## src/rtl/core/toggle_membership_queue_top_macros.svh

```systemverilog
// Assertion macros shared by the toggle membership queue RTL.
`ifndef TOGGLE_MEMBERSHIP_QUEUE_TOP_MACROS_SVH
`define TOGGLE_MEMBERSHIP_QUEUE_TOP_MACROS_SVH

`ifndef NO_ASSERTIONS

// Check a property on every clock edge outside reset.
`define TMQ_ASSERT(lbl, prop, msg) \
  lbl: assert property (@(posedge clk) disable iff (!rst_n) prop) else $error(msg);

// Check a property on every clock edge, reset included.
`define TMQ_ASSERT_ALWAYS(lbl, prop, msg) \
  lbl: assert property (@(posedge clk) prop) else $error(msg);

`else

`define TMQ_ASSERT(lbl, prop, msg)
`define TMQ_ASSERT_ALWAYS(lbl, prop, msg)

`endif

`endif

```

## src/rtl/core/tmq_pkg.sv

```systemverilog
// Package with types and constants of the toggle membership queue.
package tmq_pkg;

  localparam int DEPTH   = 32;
  localparam int IDX_W   = $clog2(DEPTH);
  localparam int CNT_W   = $clog2(DEPTH + 1);
  localparam int MAC_W   = 48;
  localparam int POS_W   = 5;
  localparam int LED_W   = 2;
  localparam int QLEN_W  = 6;

  localparam logic CMD_TOGGLE = 1'b0;
  localparam logic CMD_QUERY  = 1'b1;

  localparam logic [LED_W-1:0] LED_OFF   = 2'd0;
  localparam logic [LED_W-1:0] LED_GREEN = 2'd1;
  localparam logic [LED_W-1:0] LED_RED   = 2'd2;

  typedef struct packed {
    logic             cmd;
    logic [MAC_W-1:0] station_mac;
  } tmq_in_t;

  typedef struct packed {
    logic              was_added;
    logic              was_removed;
    logic              full_drop;
    logic              found;
    logic [POS_W-1:0]  position;
    logic [LED_W-1:0]  led_state;
    logic [QLEN_W-1:0] queue_length;
  } tmq_out_t;

endpackage

```

## src/rtl/core/toggle_membership_queue_top.sv

```systemverilog
// Toggle membership queue: ordered station address queue with search and delete.
//
// Keeps up to DEPTH (32) 48-bit station addresses in arrival order in one
// single-port-style memory (one write and one registered read per cycle).
// A toggle transaction removes the address if queued, closing the gap, or
// appends it at the tail; an append into a full queue is dropped and flagged.
// A query transaction reports presence, zero-based position and indicator
// state (off, green when first, red when waiting) and never changes the queue.
// One item is in work at a time. The search reads one entry and compares it
// on the next cycle; a removal then moves each later entry with a read and a
// write. Search and moves step through the entries one at a time on the one
// memory read port. The result sits in an output register, so the next
// transaction is accepted while the previous result still waits for
// out_ready; that next item then holds in its finish step until the register
// is taken. The queue is empty after reset and needs no clearing pass: only
// entries below the fill count are read.
`include "toggle_membership_queue_top_macros.svh"

module toggle_membership_queue_top
  import tmq_pkg::*;
(
  input  logic     clk,
  input  logic     rst_n,
  input  logic     in_valid,
  output logic     in_ready,
  input  tmq_in_t  in_data,
  output logic     out_valid,
  input  logic     out_ready,
  output tmq_out_t out_data
);

  // Sequencer codes.
  localparam logic [2:0] S_IDLE = 3'd0;  // wait for a transaction
  localparam logic [2:0] S_RD   = 3'd1;  // issue search read or finish miss
  localparam logic [2:0] S_CMP  = 3'd2;  // compare read data with address
  localparam logic [2:0] S_SRD  = 3'd3;  // read next entry to move up
  localparam logic [2:0] S_SWR  = 3'd4;  // write moved entry one place up
  localparam logic [2:0] S_FIN  = 3'd5;  // hand result to output register

  logic [2:0]       state_r, state_nxt;
  logic [CNT_W-1:0] idx_r, idx_nxt;
  logic [CNT_W-1:0] count_r, count_nxt;
  tmq_in_t          req_r, req_nxt;
  tmq_out_t         res_r, res_nxt;
  tmq_out_t         out_r, out_nxt;
  logic             out_valid_r, out_valid_nxt;

  // Queue storage; entries at and above the fill count are never read.
  logic [MAC_W-1:0] mem [DEPTH];
  logic [MAC_W-1:0] rd_data_r;
  logic             mem_we;
  logic [IDX_W-1:0] mem_waddr;
  logic [MAC_W-1:0] mem_wdata;
  logic             mem_re;
  logic [IDX_W-1:0] mem_raddr;

  logic [CNT_W:0]   idx_inc;
  logic             out_free;

  // Result summaries for the checks below.
  logic [3:0]       out_outcome;
  logic             out_led_ok;

  assign in_ready  = (state_r == S_IDLE);
  assign out_valid = out_valid_r;
  assign out_data  = out_r;
  assign out_free  = !out_valid_r || out_ready;
  assign idx_inc   = {1'b0, idx_r} + 1'b1;

  assign out_outcome = {out_r.was_added, out_r.was_removed, out_r.full_drop, out_r.found};
  assign out_led_ok  = ((out_r.led_state == LED_GREEN) == (out_r.position == '0));

  always_ff @(posedge clk) begin
    if (mem_we) begin
      mem[mem_waddr] <= mem_wdata;
    end
    if (mem_re) begin
      rd_data_r <= mem[mem_raddr];
    end
  end

  always_comb begin
    state_nxt     = state_r;
    idx_nxt       = idx_r;
    count_nxt     = count_r;
    req_nxt       = req_r;
    res_nxt       = res_r;
    out_nxt       = out_r;
    out_valid_nxt = out_valid_r;
    mem_we        = 1'b0;
    mem_waddr     = idx_r[IDX_W-1:0];
    mem_wdata     = req_r.station_mac;
    mem_re        = 1'b0;
    mem_raddr     = idx_r[IDX_W-1:0];

    // Retire the held result once taken.
    if (out_valid_r && out_ready) begin
      out_valid_nxt = 1'b0;
    end

    case (state_r)
      S_IDLE: begin
        if (in_valid) begin
          req_nxt   = in_data;
          res_nxt   = '0;
          idx_nxt   = '0;
          state_nxt = S_RD;
        end
      end
      S_RD: begin
        if (idx_r == count_r) begin
          // Searched every entry without a hit.
          if (req_r.cmd == CMD_TOGGLE) begin
            if (count_r == CNT_W'(DEPTH)) begin
              res_nxt.full_drop = 1'b1;
            end else begin
              // Append at the tail.
              mem_we            = 1'b1;
              mem_waddr         = count_r[IDX_W-1:0];
              count_nxt         = count_r + 1'b1;
              res_nxt.was_added = 1'b1;
            end
          end
          state_nxt = S_FIN;
        end else begin
          mem_re    = 1'b1;
          state_nxt = S_CMP;
        end
      end
      S_CMP: begin
        if (rd_data_r == req_r.station_mac) begin
          if (req_r.cmd == CMD_QUERY) begin
            res_nxt.found     = 1'b1;
            res_nxt.position  = POS_W'(idx_r);
            res_nxt.led_state = (idx_r == '0) ? LED_GREEN : LED_RED;
            state_nxt         = S_FIN;
          end else begin
            res_nxt.was_removed = 1'b1;
            state_nxt           = S_SRD;
          end
        end else begin
          idx_nxt   = idx_r + 1'b1;
          state_nxt = S_RD;
        end
      end
      S_SRD: begin
        if (idx_inc >= {1'b0, count_r}) begin
          // Gap reached the tail: drop the last entry.
          count_nxt = count_r - 1'b1;
          state_nxt = S_FIN;
        end else begin
          mem_re    = 1'b1;
          mem_raddr = idx_inc[IDX_W-1:0];
          state_nxt = S_SWR;
        end
      end
      S_SWR: begin
        // Move the later entry up one place; the read was issued in the cycle before.
        mem_we    = 1'b1;
        mem_wdata = rd_data_r;
        idx_nxt   = idx_inc[CNT_W-1:0];
        state_nxt = S_SRD;
      end
      S_FIN: begin
        if (out_free) begin
          out_nxt              = res_r;
          out_nxt.queue_length = QLEN_W'(count_r);
          out_valid_nxt        = 1'b1;
          state_nxt            = S_IDLE;
        end
      end
      default: begin
        state_nxt = S_IDLE;
      end
    endcase
  end

  always_ff @(posedge clk) begin
    if (!rst_n) begin
      state_r     <= S_IDLE;
      count_r     <= '0;
      out_valid_r <= 1'b0;
    end else begin
      state_r     <= state_nxt;
      count_r     <= count_nxt;
      out_valid_r <= out_valid_nxt;
    end
  end

  // Payload registers: no reset.
  always_ff @(posedge clk) begin
    idx_r <= idx_nxt;
    req_r <= req_nxt;
    res_r <= res_nxt;
    out_r <= out_nxt;
  end

  `TMQ_ASSERT(a_count_bound, count_r <= CNT_W'(DEPTH), "fill count above queue depth")
  `TMQ_ASSERT(a_one_outcome, out_valid_r |-> $onehot0(out_outcome), "result has two outcomes")
  `TMQ_ASSERT(a_led_pos, (out_valid_r && out_r.found) |-> out_led_ok, "indicator vs position")
  `TMQ_ASSERT(a_accept_holds_count, (in_valid && in_ready) |=> $stable(count_r), "count moved")
  `TMQ_ASSERT_ALWAYS(a_reset_idle, !rst_n |=> (state_r == S_IDLE && !out_valid_r), "reset missed")

endmodule
```

## config.mk

```make
export PLATFORM = sky130hd
export DESIGN_NAME = toggle_membership_queue_top
export DESIGN_NICKNAME = d
export VERILOG_FILES = /design/src/rtl/core/tmq_pkg.sv /design/src/rtl/core/toggle_membership_queue_top.sv
export VERILOG_INCLUDE_DIRS = /design/src /design/src/rtl/core
export SDC_FILE = /design/constraint.sdc
export NUM_CORES = 2
export LEC_CHECK = 0
export BUFFER_PORTS_ARGS = -buffer_cell sky130_fd_sc_hd__buf_2
export CAP_MARGIN = 15
export CELL_PAD_IN_SITES_DETAIL_PLACEMENT = 1
export CELL_PAD_IN_SITES_GLOBAL_PLACEMENT = 2
export CORE_ASPECT_RATIO = 2
export CORE_MARGIN = 2
export CORE_UTILIZATION = 40
export DETAILED_ROUTE_END_ITERATION = 8
export GPL_ROUTABILITY_DRIVEN = 0
export PLACE_DENSITY = 0.71
export RECOVER_POWER = 100
export SETUP_SLACK_MARGIN = 0.05
export SYNTH_ARGS = -nofsm -noshare
export SYNTH_HDL_FRONTEND = slang
export SYNTH_SLANG_ARGS = --single-unit
```

## constraint.sdc

```tcl
create_clock -name clk -period 17.3 [get_ports clk]
set_clock_uncertainty 0.2 [all_clocks]
set_input_delay 5.19 -clock clk [delete_from_list [all_inputs] [get_ports clk]]
set_output_delay 5.19 -clock clk [all_outputs]
set_load 0.05 [all_outputs]
```

Word level (Yosys, flattened, before mapping)
Memories as Yosys holds them, arrays and structs flattened. A register that Yosys moved wholly into a read port is not among the register bits. Index checks and enable logic that the tools add are counted.

Latch bits: 0. Bits of input ports: 53. Register bits: 93. ROM bits: 0. Memories: 1. Output and inout bits: 19. RAM bits: 1536.

Multiply operators: 0. Bitwise operators: 0. Muxes and demuxes: 50. $add $sub $neg: 4. Div/mod/pow operators: 0. Order comparisons: 1. Shift-type cells: 0. Reduce and logical (&&, ||, !) cells: 18. Eq/ne operators: 19.

Memories: mem (words 32, width 48, read ports 1, clocked after memory_dff 1, write ports 1, line toggle_membership_queue_top.sv:49) `logic [MAC_W-1:0] mem [DEPTH];`.

Operators with widths (count): $eq A48 B48 Y1 (1); $mux W48 (1); $mux W6 (6); $mux W5 (6); $ne A2 B2 Y1 const B (11); $mux W1 (19); $pmux W3 S6 (1); $pmux W6 S3 (1); $mux W17 (1); $mux W8 (2); $pmux W8 S2 (1); $mux W3 (5); $reduce_and A5 Y1 (3); $add A6 B1 Y6 const B (2); $pmux W6 S2 (1); $pmux W1 S2 (5); $reduce_and A4 Y1 (2); $add A6 B1 Y7 const B (1); $ge A7 B6 Y1 (1); $eq A3 B2 Y1 const B (2); $eq A3 B3 Y1 const B (2); $eq A6 B6 Y1 (1); $eq A6 B6 Y1 const B (1); $logic_not A6 Y1 (1); other kinds (11) (15).

Logic depth before layout (Yosys ltp)
Word-level depth: 7. Gate-level depth with buffers: 19.

Worst setup path before layout
OpenSTA, ideal clock, no wires.

Path kind: reg-to-output. Start: reg state_r[1]. End: out in_ready. Arrival: 1638 ps. Path buffers: 1. Setup slack: 10272 ps. Cell stages (with the launch flop): 3. Cell sequence: dfxtp_1 clkbuf_1 nor3_1.

Cells in the longest elaborated chain, start to end: 1.

Ends and longest elaborated chain: start: declaration (line toggle_membership_queue_top.sv:40) `logic [2:0] state_r, state_nxt;`; start signal: assignment (line toggle_membership_queue_top.sv:184) `state_r <= state_nxt;`; $logic_not A3 Y1 (line toggle_membership_queue_top.sv:64) `assign in_ready = (state_r == S_IDLE);`; end: declaration (line toggle_membership_queue_top.sv:25) `output logic in_ready,`.

Every way passes these cells.

Worst setup path after layout
Start: reg idx_r[0]. End: reg rd_data_r[26] (read register of mem), data pin.

Cells in the longest elaborated chain, start to end: 4. Elaborated cells on any way between the ends: 8.

Ends and longest elaborated chain: start: declaration (line toggle_membership_queue_top.sv:41) `logic [CNT_W-1:0] idx_r, idx_nxt;`; start signal: assignment (line toggle_membership_queue_top.sv:192) `idx_r <= idx_nxt;`; $add A6 B1 Y7 (line toggle_membership_queue_top.sv:68) `assign idx_inc = {1'b0, idx_r} + 1'b1;`; $ge A7 B6 Y1 (line toggle_membership_queue_top.sv:147) `if (idx_inc >= {1'b0, count_r}) begin`; $mux W1 / $mux W5 (equally long branches) (line toggle_membership_queue_top.sv:147); $pmux W1 S2 / $mux W5 (equally long branches) (line toggle_membership_queue_top.sv:101) `case (state_r)`; end: declaration (line toggle_membership_queue_top.sv:50) `logic [MAC_W-1:0] rd_data_r;`.

Several ways; a longest one is shown, not always the timed one. A chain may end at the register's enable or synchronous reset.

==> reports/qor.yml <==
power:
  power.density_nw_per_um2: 125
  power.leakage_uw: 0.0229
  peakVddDrop_v: 0.0000722
  fin_total_pwr_uw: 9310
logic_synthesis:
  syn_nets: 4469
  synth_top_cells_by_area: "edfxtp_1, a211oi_1, nand3_1"
  async_reset_ff_share_pct: 0
  synth-edff-count: 1667
  syn_avg_cell_area_um2: 15.3
  yosysTopAreaCell: "edfxtp_1"
  seq_area_frac_synth_pct: 74.4
  yosysWarnings: 0
  synth-main-ff-cell: "edfxtp_1"
  netlist_area_um2: 67600
  syn_inst: 4403
  synth_top_area_share_pct: 74.1
  synth-seq-cells: 1677
  synth_cell_types: 59
min_path:
  worstHoldPathType: "register to register"
clock_tree:
  postCtsSetupBuffers: 0
  cts_hold_buf: 0
  numCtsBuffers: 162
  clk_latency_ns: 0.83
  cts_buffer_depth: 4
  cts.reportedPaths.clkPinSlew_ns: 0.06
  cts.sinks: 1677
  cts-resized-gates: 0
  cts_tree: "built"
  cts_root_buf: "clkbuf_16"
  htreeDepth: 4
setup_path:
  crit_arrival_ns: 12.42
  cp_cell_sequence: "ha_1 -> nand3_1 -> xnor2_1 -> ha_1 -> a21oi_1 -> nor2b_1 -> nor3_1 -> nand3_1 -> nand2_1 -> clkbuf_1 -> a211oi_1 -> or4_1 -> nand4_1"
  crit_type: "register to register"
  worstSetupEndpointType: "register"
  worstPathRequired_ns: 17.75
  start_kind: "register"
  crit_slowest_cell: "nand2_1"
  crit_fanout: 75
  slowest_delay_ns: 3.09
routing:
  ant_nets: 0
  via_per_inst: 6.47
  wl_um: 238000
  first_pass_iters: 5
  dr.first_iter.drc_count: 4249
  num_vias: 43300
  drc: 0
  wire_per_inst_um: 35.5
floorplan:
  core_um2: 168000
  die-area_um2: 172000
  top_level_ports: 72
  die_h_um: 585
  initial_core_util_pct: 40.2
  rows: 213
  die_w_um: 295
timing:
  tightest_slew_ns: 4.97
  setup_viol: 0
  fmax_ghz: 0.0836
  setup_tns_ns: 0
  report.final.slew_viol_count: 1989
  hold_slack_ns: 0.217
  period_share_pct: 69.2
  slew_headroom_pct: -231
  hold_violations: 0
  rsz0062_at_grt: "no"
  period_needed_ns: 11.97
grt:
  gr-total-overflow: 0
  antenna_found_initial: 5
  grt_max_degree: 212
  grt_pass1_vias: 44700
  grt_pass1_wl_um: 335000
  track_usage_pct: 27.3
run_status:
  status: "complete, but fails checks"
  violations: "max-capacitance violations, max-slew violations"
cells_and_area:
  area_growth_pct: 10.6
  drive_above_1_share_pct: 10.7
  nets: 4396
  finalCoreUtilization_pct: 44.5
placed_design:
  io_buffers: 71
  dp.final_hpwl_um: 118000
run:
  drv_cap: 74
[flip-flops by register name, indices dropped and copies added (netlist names)]
| name | flops |
|---|---|
| mem | 1536 |
| req_r | 49 |
| rd_data_r | 48 |
| out_data | 17 |
| res_r | 11 |
| count_r | 6 |
| idx_r | 6 |
| state_r | 3 |
| out_valid | 1 |
[worst max-delay path: cells and delay by family (launching register included)]
| family | cells | cell delay, ns |
|---|---|---|
| simple gates | 7 | 6.41 |
| buf+inv | 1 | 3.02 |
| fa+ha+maj | 2 | 0.74 |
| flops | 1 | 0.66 |
| compound gates | 2 | 0.52 |
| xor+xnor | 1 | 0.17 |
[logic make-up after synthesis]
| logic type | Yosys count | share of synthesized area, % |
|---|---|---|
| AOI/OAI and AO/OA | 1103 | 11.5 |
| xor gates and xnor gates | 63 | 0.816 |
| DFF | 1677 | 74.4 |
| and+or+nand+nor | 970 | 8.13 |
| muxes | 148 | 2.47 |
| adders and majority gates | 13 | 0.252 |
| buffers and inverters | 429 | 2.50 |
[power by group]
| part | leakage (uW) | internal [uW] | switching (uW) |
|---|---|---|---|
| Combinational | 0.00544 | 337 | 901 |
| Clock | 0.00235 | 1850 | 1540 |
| Sequential | 0.0151 | 4630 | 54.6 |
| Total | 0.0229 | 6820 | 2490 |
[routing by layer]
metal | wire [um] | up-vias | GRT usage, %
li1 | - | 17800 | -
met1 | 88900 | 23200 | 33.1
met2 | 122000 | 1784 | 47.9
met3 | 13800 | 579 | 3.17
met4 | 13500 | 0 | 13.9
met5 | 0 | - | 0
[placed cells by master (no fill, tap or decap), types with 26 or more instances in the layout]
cell type	instances
a31o_1	37
a211oi_1	289
edfxtp_1	1667
xnor2_1	58
a31o_2	59
nor2_1	55
nand3_1	397
buf_4	37
o21ai_0	391
mux2_1	49
o2111ai_1	96
clkbuf_16	165
mux2_2	96
a32oi_1	193
or4_1	96
nand4_1	64
buf_2	35
and3_1	289
clkbuf_1	128
clkinv_1	26
[cells in the mapped netlist, types with 2 or more instances]
cell type,n
buf_6,3
a31oi_1,2
a32oi_1,193
nor2_1,65
nor2b_1,5
inv_1,21
buf_2,37
a21boi_0,3
a31o_1,37
o2111ai_1,96
edfxtp_1,1667
a31o_2,59
a211oi_1,289
or2_2,2
mux2i_1,2
nor4_1,5
xnor2_1,58
a21o_1,2
or3_1,4
o22a_1,2
buf_1,18
o21ai_0,391
buf_4,3
clkbuf_1,347
mux2_2,145
nand3_1,397
xor2_1,5
a21oi_1,16
or4_1,96
and2_1,3
nand4_1,64
nand2_1,25
dfxtp_1,10
and3_1,290
ha_1,12
nand2b_1,3
o22ai_1,4
[cell type report]
type                       count  area [um2]
sequential                  1677       50300
fill                       16300       93400
antenna                        1        2.50
inverter                      21        80.1
multi-input combinational   2297       15800
tap                         2257        2820
clock buffer                 203        4270
timing repair buffer         171         978
clock inverter                70         533
[metrics by stage]
stage / cell area [um2] / setup WS, ns / std cells
finish: 74800 / 5.33 / 6697
global route: 74800 / 4.66 / 6697
CTS: 75200 / 9.60 / 6695
detailed placement: 70400 / 9.57 / 6422
global placement: 70400 / 9.63 / 6422
floorplan: 67600 / 10.27 / 4403
[path summary, 6_finish.rpt]
check	startpoint	end	slack, ns	cells after the start
max	idx_r[0]	rd_data_r[26]	5.33	13
min	res_r[13]	out_data[13]	0.22	0
max reg2reg	idx_r[0]	rd_data_r[26]	5.33	13
min reg2reg	res_r[13]	out_data[13]	0.22	0
(Power assumes the default switching activity.)
